`config.mk`:
```
export PLATFORM = sky130hd
export DESIGN_NAME = slpd_cfg
export DESIGN_NICKNAME = d
export VERILOG_FILES = /design/src/hw/rtl/slpd_pkg.sv /design/src/hw/rtl/slpd_cfg.sv
export SDC_FILE = /design/constraint.sdc
export NUM_CORES = 1
export LEC_CHECK = 0
export BUFFER_PORTS_ARGS = -buffer_cell sky130_fd_sc_hd__buf_4
export CORE_MARGIN = 4
export CORE_UTILIZATION = 49
export CTS_BUF_LIST = sky130_fd_sc_hd__clkbuf_2 sky130_fd_sc_hd__clkbuf_4 sky130_fd_sc_hd__clkbuf_8
export DETAILED_ROUTE_END_ITERATION = 8
export PLACE_DENSITY = 0.78
export SETUP_SLACK_MARGIN = 0.5
export SLEW_MARGIN = 20
export SYNTH_ARGS = -nofsm -noshare
export SYNTH_HDL_FRONTEND = slang
export SYNTH_SLANG_ARGS = --single-unit
```
`constraint.sdc`:
```
create_clock -name i_clk -period 1.25 [get_ports i_clk]
set_input_delay 0.25 -clock i_clk [delete_from_list [all_inputs] [get_ports i_clk]]
set_output_delay 0.25 -clock i_clk [all_outputs]
set_load 0.03 [all_outputs]
```
`src/hw/rtl/slpd_pkg.sv`:
```
// ----------------------------------------------------------------------------
// slpd_pkg - shared types and constants of the packet deframer
// Field widths, function and result codes, register indexes and the
// buffer limit used to cap the accepted payload length.
// ----------------------------------------------------------------------------
package slpd_pkg;

    // Buffer size; the largest length the buffer takes is six bytes less
    localparam int BUFFER_BYTES = 4096;
    localparam int CAP_LIMIT    = BUFFER_BYTES - 6;

    localparam int BYTE_W     = 8;
    localparam int LEN_W      = 12;
    localparam int CFG_IDX_W  = 2;
    localparam int CFG_DATA_W = 12;

    // Register indexes
    localparam logic [CFG_IDX_W-1:0] CFG_SYNC_FIRST  = 2'd0;
    localparam logic [CFG_IDX_W-1:0] CFG_SYNC_SECOND = 2'd1;
    localparam logic [CFG_IDX_W-1:0] CFG_MAX_PAYLOAD = 2'd2;

    // Register reset values
    localparam logic [BYTE_W-1:0] SYNC_FIRST_RST  = 8'hBE;
    localparam logic [BYTE_W-1:0] SYNC_SECOND_RST = 8'hEF;
    localparam logic [LEN_W-1:0]  MAX_PAYLOAD_RST = 12'd4090;

    // Request function codes
    localparam logic FUNC_DATA       = 1'b0;
    localparam logic FUNC_DISCONNECT = 1'b1;

    // Result kinds
    typedef enum logic [1:0] {
        KIND_DATA     = 2'd0,
        KIND_EMPTY    = 2'd1,
        KIND_OVERSIZE = 2'd2,
        KIND_ABORT    = 2'd3
    } t_kind;

    // Configuration as seen by the framing logic
    typedef struct packed {
        logic [BYTE_W-1:0] sync_first;
        logic [BYTE_W-1:0] sync_second;
        logic [LEN_W-1:0]  limit;
    } t_cfg;

endpackage

```
`src/hw/rtl/slpd_cfg.sv`:
```
// ----------------------------------------------------------------------------
// slpd_cfg - configuration registers
// Holds the sync word and the payload maximum, and derives the accepted
// length limit as the smaller of the maximum and the buffer cap.
// ----------------------------------------------------------------------------
module slpd_cfg
    import slpd_pkg::*;
(
    input  logic                  i_clk,
    input  logic                  i_rst_n,
    input  logic                  i_cfg_we,
    input  logic [CFG_IDX_W-1:0]  i_cfg_index,
    input  logic [CFG_DATA_W-1:0] i_cfg_data,
    output t_cfg                  o_cfg
);

    logic [BYTE_W-1:0] r_sync_first;
    logic [BYTE_W-1:0] r_sync_second;
    logic [LEN_W-1:0]  r_max_payload;

    // Write the addressed register; ignore indexes past the list
    always_ff @(posedge i_clk) begin
        if (!i_rst_n) begin
            r_sync_first  <= SYNC_FIRST_RST;
            r_sync_second <= SYNC_SECOND_RST;
            r_max_payload <= MAX_PAYLOAD_RST;
        end else if (i_cfg_we) begin
            unique case (i_cfg_index)
                CFG_SYNC_FIRST:  r_sync_first  <= i_cfg_data[BYTE_W-1:0];
                CFG_SYNC_SECOND: r_sync_second <= i_cfg_data[BYTE_W-1:0];
                CFG_MAX_PAYLOAD: r_max_payload <= i_cfg_data[LEN_W-1:0];
                default: ;
            endcase
        end
    end

    // Cap the maximum at what the buffer holds
    always_comb begin
        o_cfg.sync_first  = r_sync_first;
        o_cfg.sync_second = r_sync_second;
        if (32'(r_max_payload) < 32'(CAP_LIMIT)) begin
            o_cfg.limit = r_max_payload;
        end else begin
            o_cfg.limit = LEN_W'(CAP_LIMIT);
        end
    end

endmodule
```
---- Word-level counts from Yosys, hierarchy flattened ----
Index checks and enable logic that the tools add are counted.
cells by class
  order comparisons ....................... 1
  equal/unequal tests ..................... 2
  mux-type cells .......................... 1
  reduce and logical (&&, ||, !) cells .... 4
operators with widths
  cell                  number
  $lt 12x12->1 const B  1
  $mux 12               1
  $reduce_and 2->1      3
  $eq 2x1->1 const B    1
  $eq 2x2->1 const B    1
  $logic_not 2->1       1
word-level totals
  register bits after elaboration ......... 28
  input port bits ......................... 17
  output and inout bits ................... 28

---- Longest topological paths before layout ----
Gate-level depths: netlist of run 1.
  depth in word-level cells ............... 2
  gate-level depth with buffers ........... 4

---- Least setup slack after synthesis of run 1 ----
No wires, ideal clock.
  path kind ............................... flip-flop to output port
  from .................................... reg r_max_payload[1]
  to ...................................... out o_cfg[0] (netlist bit)
  arrival time ............................ 0.995 ns
  required time ........................... 1.000 ns
  path slack .............................. 0.005 ns
  cell stages (with the launch flop) ...... 4
  buffers on the path ..................... 0
  path through ............................ dfxtp_1 -> o211ai_1 -> nor3_1 -> nor2b_1
RTL lines
  item                      line            RTL
  start: declaration        slpd_cfg.sv:19  logic [LEN_W-1:0] r_max_payload;
  start signal: assignment  slpd_cfg.sv:31  CFG_MAX_PAYLOAD: r_max_payload <= i_cfg_data[LEN_W-1:0];
  end: declaration          slpd_cfg.sv:14  output t_cfg o_cfg

==> flow_summary_export.csv, run 1 <==
group,metric,value,unit
drt,drtAntennaViolNets,0,
placement,place_area,1424,um2
logic_synthesis,netlist_instances,141,
cells_and_area,syn_to_final_growth,56.44,%
sta,hold_viol_final,0,
power,power_density,1031,nW/um2
floorplanning,pin_count,45,
logic_synthesis,ys.flop_type,"dfxtp_1",
sta,slew_viol_final,0,
setup_path,cp-startpoint,"r_max_payload[2]",
logic_synthesis,syn_nets,158,
setup_path,timing.rr.start,"r_max_payload[7]",
setup_path,setup.worst_path.end,"o_cfg[0]",
setup_path,critical_path.max_stage_delay,0.35,ns
setup_path,critPathLaunchType,"register",
floorplanning,die_area,3060,um2
setup_path,crit_slowest_cell,"dfxtp_2",
logic_synthesis,ys_seq_area_share,51.08,%
logic_synthesis,yosysMostFrequentCell,"nand2_1",
setup_path,worst-path-buf-inv,2,
global_route,overflow,0,
drt,vias,1136,
global_route,grt_pass1_wl,4871,um
global_route,grt_max_degree,29,
floorplanning,start_util,53.74,%
drt,drtIter0Drc,26,
worst_hold_path,hp-class,"input port to register",
clocking,clock-root-buffer,"clkbuf_4",
setup_path,cp_data_required_time,1.00,ns
drt,drc,0,
logic_synthesis,syn-cell-area,1097,um2
setup_path,path_cells,"o211ai_1 -> nor3_2 -> buf_4 -> nor2b_2 -> buf_6",
logic_synthesis,synth.distinct_cells,16,
drt,viasPerCell,5.410,
logic_synthesis,synth_area_leaders,"dfxtp_1 (51%), nand2_1 (19%), nand3_1 (11%)",
setup_path,worstRegToRegCells,3,
global_route,antenna_found_initial,0,
cells_and_area,finalInstanceArea,1717,um2
cells_and_area,fin_nets,202,
global_route,grt_usage,19.47,%
logic_synthesis,yosys.area_share.simple,38.31,%
power,peakVddDrop,0.0008252,V
run,drv_cap,0,
sta,post-route-period-util,125.5,%
setup_path,crit_type,"register to primary output",
cells_and_area,n_antenna_cell,0,
placement,gp_congestion,0.7110,
setup_path,path_delay_family,"flip-flops",
logic_synthesis,yosys_warnings,0,
setup_path,critical_path_cell_count,5,
clocking,clkSinkCount,28,
sta,slew_headroom,80.08,%
logic_synthesis,synth_top_family_by_area,"simple AND/OR/NAND/NOR gates",
clocking,insertion_delay,0.32,ns
placement,post-dp-hpwl,2001,um
clocking,ctsLongestPathBuffers,2,
power,total_power,1769,uW
sta,rsz0062_at_grt,"yes",
placement,pre_cts_slack,-0.004175,ns
clocking,cts_buffers,3,
sta,skew,0,ns
clocking,htreeDepth,1,
logic_synthesis,synth-edff-count,0,
setup_path,arrival,1.32,ns
clocking,cts_hold_buf,0,
logic_synthesis,synth_common_cells,"nand2_1 (56), dfxtp_1 (28), nand3_1 (24)",
floorplanning,die_w,55.32,um
sta,worst_slack,-0.3190,ns
logic_synthesis,ys_async_sr_fraction,0,%
logic_synthesis,synth_compound_area_share,4.105,%
logic_synthesis,synth-adder-area-share,0,%
sta,finalSetupViolations,3,
run_status,violations,"negative setup slack",
sta,fmax,637.4,MHz
drt,first_pass_iters,5,
cells_and_area,layout-drive-gt1-share,55.19,%
cells_and_area,fin_cells,210,
setup_path,ff2ff_setup_slack,0.49,ns
placement,dp_cells,198,
sta,worst_pin_slew,0.2988,ns
logic_synthesis,avgSynthCellArea,7.782,um2
clocking,cts_tree,"done",
drt,routedWlPerCell,15.37,um
logic_synthesis,synth_top_area_cell,"dfxtp_1",
run_status,status,"finished, violations left",
setup_path,critPathMaxFanout,2,
setup_path,crit_path_end_kind,"primary output",
floorplanning,rows,16,
logic_synthesis,synth-xor-area-share,0,%
drt,wl,3227,um
clocking,clk_pin_slew,0.14,ns
worst_hold_path,holdPathStages,3,
setup_path,timing.rr.end,"r_max_payload[7]",
global_route,grt_pass1_vias,1101,
sta,min_period,1.569,ns
floorplanning,fp.coreArea,2042,um2
power,p_leak,0.0007956,uW
placement,port_buffers,44,
logic_synthesis,ys_seq_elements,28,
floorplanning,die_h,55.32,um
logic_synthesis,synth_top_cell_area_share,51.08,%
logic_synthesis,muxShareOfSynthArea,0,%
state kept, by name, summed over array words and instances (netlist names):
register / flops
r_max_payload: 12
r_sync_first: 8
r_sync_second: 8
through the flow:
stage | utilization [%] | hold WS, ns | TNS (ns)
4_1_cts | 80.39 | 0.1213 | -0.9880
5_1_grt | 84.07 | 0.1259 | -1.206
6_report | 84.07 | 0.1284 | -0.9288
3_3_place_gp | 69.73 | 0.4380 | 0
3_5_place_dp | 69.73 | 0.4470 | -0.007549
2_1_floorplan | - | 0.3723 | 0
worst min-delay path: cells and delay by family:
kind	cells	cell delay, ns
buffers and inverters	1	0.08
AND/OR/NAND/NOR	2	0.10
power breakdown:
part | internal [uW] | switching (uW) | leakage, uW
Clock | 113 | 249 | 0.0000138
Sequential | 945 | 36.5 | 0.000222
Combinational | 202 | 224 | 0.000560
Total | 1260 | 509 | 0.000796
layout make-up:
| class | instances | area, um2 |
|---|---|---|
| clock buffers | 3 | 22.52 |
| flip-flops and latches | 28 | 594.3 |
| repair buffers | 55 | 551.8 |
| multi-input cells | 97 | 514.2 |
| fillers | 134 | 325.3 |
| well taps | 27 | 33.78 |
how the worst min path moves through the flow:
| stage | from | end | slack [ns] |
|---|---|---|---|
| after floorplan | i_cfg_data[6] | r_max_payload[6] | 0.37 |
| after global placement | r_max_payload[0] | r_max_payload[0] | 0.44 |
| after detailed placement | r_max_payload[0] | r_max_payload[0] | 0.45 |
| after CTS | i_cfg_data[11] | r_max_payload[11] | 0.12 |
| after global routing | i_cfg_data[11] | r_max_payload[11] | 0.13 |
| final | i_cfg_data[11] | r_max_payload[11] | 0.13 |
logic make-up (layout without fill, tap and decap cells):
logic type,count (synthesis),in the layout
buffers and inverters,16,58
AND/OR/NAND/NOR,91,91
AO/OA/AOI/OAI,6,6
flip-flops,28,28
what timing repair did:
item / 4_1_cts / 5_1_grt
gates resized for setup: 53 / 17
gates cloned: 0 / 0
pin swaps: 9 / 9
setup endpoints to repair: 48 / 43
buffers inserted: 7 / 2
routing by layer:
layer,up-vias,part of all wire (%),GRT usage [%]
met5,-,0,0
met4,0,2.0,6.597
met3,10,7.0,3.963
met2,60,51,34.46
met1,532,40,23.14
li1,534,-,-
placed cells by master (no fill, tap or decap), drive strengths merged:
cell | netlist | routed
and3b | 2 | 2
nor3b | 1 | 1
a21boi | 5 | 5
buf | 4 | 55
nand2 | 56 | 56
nand3b | 2 | 2
nor2b | 2 | 2
nand3 | 24 | 24
nand4 | 1 | 1
clkbuf | 12 | 3
o211ai | 1 | 1
nor3 | 1 | 1
or3b | 1 | 1
dfxtp | 28 | 28
or2 | 1 | 1
No activity file was read; power rests on OpenSTA's default activity.
==> run 2: changes to the inputs <==
Settings changed: CELL_PAD_IN_SITES_DETAIL_PLACEMENT set to 2, CELL_PAD_IN_SITES_GLOBAL_PLACEMENT set to 2, CORE_ASPECT_RATIO set to 1.75, CORE_UTILIZATION 49 to 26, PLACE_DENSITY 0.78 to 0.77.
==> flow_summary_export.csv, run 2 (same netlist as run 1, synthesis figures left out) <==
group,metric,value,unit
floorplanning,fp.coreArea,4111,um2
cells_and_area,syn_to_final_growth,104.9,%
drt,routedWlPerCell,20.66,um
clocking,cts_hold_buf,0,
global_route,antenna_found_initial,0,
drt,wl,5289,um
clocking,ctsLongestPathBuffers,2,
cells_and_area,final_common_cell,"buf_6",
placement,post-dp-hpwl,2948,um
power,p_seq_share,46.7,%
run_status,status,"finished, violations left",
floorplanning,start_util,26.69,%
power,peakVddDrop,0.0006635,V
global_route,overflow,0,
power,power_density,932.2,nW/um2
drt,viasPerCell,4.820,
cells_and_area,fin_nets,226,
setup_path,arrival,1.35,ns
cells_and_area,n_antenna_cell,0,
sta,rsz0062_at_grt,"yes",
sta,setup-tns-final,-1.100,ns
floorplanning,rows,31,
setup_path,worst-path-buf-inv,2,
setup_path,crit_slowest_cell,"dfxtp_2",
global_route,grt_pass1_wl,6982,um
clocking,cts_buffers,3,
setup_path,crit_type,"register to primary output",
power,power_frac_comb,28.7,%
sta,min_period,1.600,ns
sta,whs,0.1954,ns
clocking,insertion_delay,0.27,ns
sta,slew_viol_final,0,
placement,gp_congestion,0.6982,
power,total_power,2096,uW
drt,drtAntennaViolNets,0,
power,p_int,1449,uW
run,drv_cap,0,
run_status,violations,"negative setup slack",
setup_path,critPathLaunchType,"register",
cells_and_area,top_register,"r_max_payload",
sta,skew,0,ns
setup_path,path_delay_family,"simple AND/OR/NAND/NOR gates",
power,p_sw_share,30.87,%
cells_and_area,reg_top3,"r_max_payload: 12 flops, r_sync_first: 8 flops, r_sync_second: 8 flops",
sta,slew_headroom,72.46,%
clocking,clkSinkCount,28,
cells_and_area,layout_common_cells,"buf_6 (46), buf_4 (30), nand2_2 (27)",
setup_path,critical_path.max_stage_delay,0.36,ns
worst_hold_path,hp-class,"input port to register",
setup_path,path_cells,"nand4_1 -> nor3_2 -> buf_4 -> nor2b_2 -> buf_6",
clocking,clock-root-buffer,"clkbuf_8",
drt,drc,0,
clocking,cts_tree,"done",
sta,worst_pin_slew,0.4131,ns
sta,fmax,624.9,MHz
power,p_switching,647.0,uW
setup_path,crit_path_end_kind,"primary output",
drt,vias,1234,
sta,worst_slack,-0.3502,ns
power,p_leak,0.0009786,uW
floorplanning,die_area,5365,um2
floorplanning,die_w,57.11,um
sta,finalSetupViolations,4,
floorplanning,pin_count,45,
clocking,clk_pin_slew,0.11,ns
sta,hold_viol_final,0,
power,clkPwrFrac,24.6,%
global_route,grt_pass1_vias,1336,
global_route,grt_usage,17.25,%
setup_path,cp_data_required_time,1.00,ns
placement,pre_cts_slack,-0.07630,ns
placement,port_buffers,44,
cells_and_area,layout-drive-gt1-share,85.51,%
clocking,htreeDepth,1,
cells_and_area,largest_reg_flops,12,
sta,post-route-period-util,128.0,%
cells_and_area,n_fill_cell,424,
floorplanning,die_h,93.94,um
drt,drtIter0Drc,12,
drt,first_pass_iters,4,
global_route,grt_max_degree,29,
setup_path,critPathMaxFanout,2,
-- run 2: cell types whose count changed in the layout (fill, tap and decap cells not counted), sizes merged --
cell  before  now
buf       55   79
-- run 2: power groups by stage --
stage          logic [uW]  clock network [uW]  registers [uW]
2_1_floorplan         179                   0            1030
3_3_place_gp          378                   0             981
3_5_place_dp          394                   0             985
4_1_cts               503                 508             978
5_1_grt               637                 567             986
6_report              600                 516             979
-- run 2: worst reg2reg max path, delay by kind of cell, from the launching register on --
family	cells	cell delay, ns
buffers and inverters	4	0.47
flip-flops	1	0.35
AND/OR/NAND/NOR	2	0.13
-- run 2: worst paths after layout --
path	startpoint	endpoint	slack, ns	cells past startpoint
worst min-delay path	i_cfg_data[10]	r_max_payload[10]	0.20	3
worst min register to register	r_max_payload[0]	r_max_payload[0]	0.49	2
worst max-delay path	r_max_payload[6]	o_cfg[0]	-0.35	5
worst max register to register	r_max_payload[6]	r_max_payload[6]	0.18	6
-- run 2: metrics by stage --
stage / util [%] / instance area [um2] / std cells
after floorplan: - / 1172 / 141
after CTS: 47.96 / 1972 / 242
after global placement: 37.31 / 1534 / 231
final: 54.69 / 2248 / 256
after global routing: 54.69 / 2248 / 256
after detailed placement: 37.31 / 1534 / 231
-- run 2: routing by layer --
layer | routed length, um | vias to the layer above | GRT usage [%]
li1 | - | 582 | -
met1 | 1802 | 614 | 18.52
met2 | 3215 | 30 | 31.97
met3 | 148 | 8 | 3.164
met4 | 123 | 0 | 7.350
met5 | 0 | - | 0
-- run 2: area by class of cell --
class	count	area, um2	share of cell area, %
well taps	49	61.31	2.727
clock buffers	3	41.29	1.836
multi-input cells	97	750.7	33.39
flip-flops and latches	28	596.8	26.54
repair buffers	79	798.3	35.50
-- run 2: repair_timing --
action                                 4_1_cts  5_1_grt
resized for setup                          106       43
buffers inserted                             8       14
endpoints found under the hold margin        0        0
pin swaps                                   31       21
setup endpoints to repair                   56       55
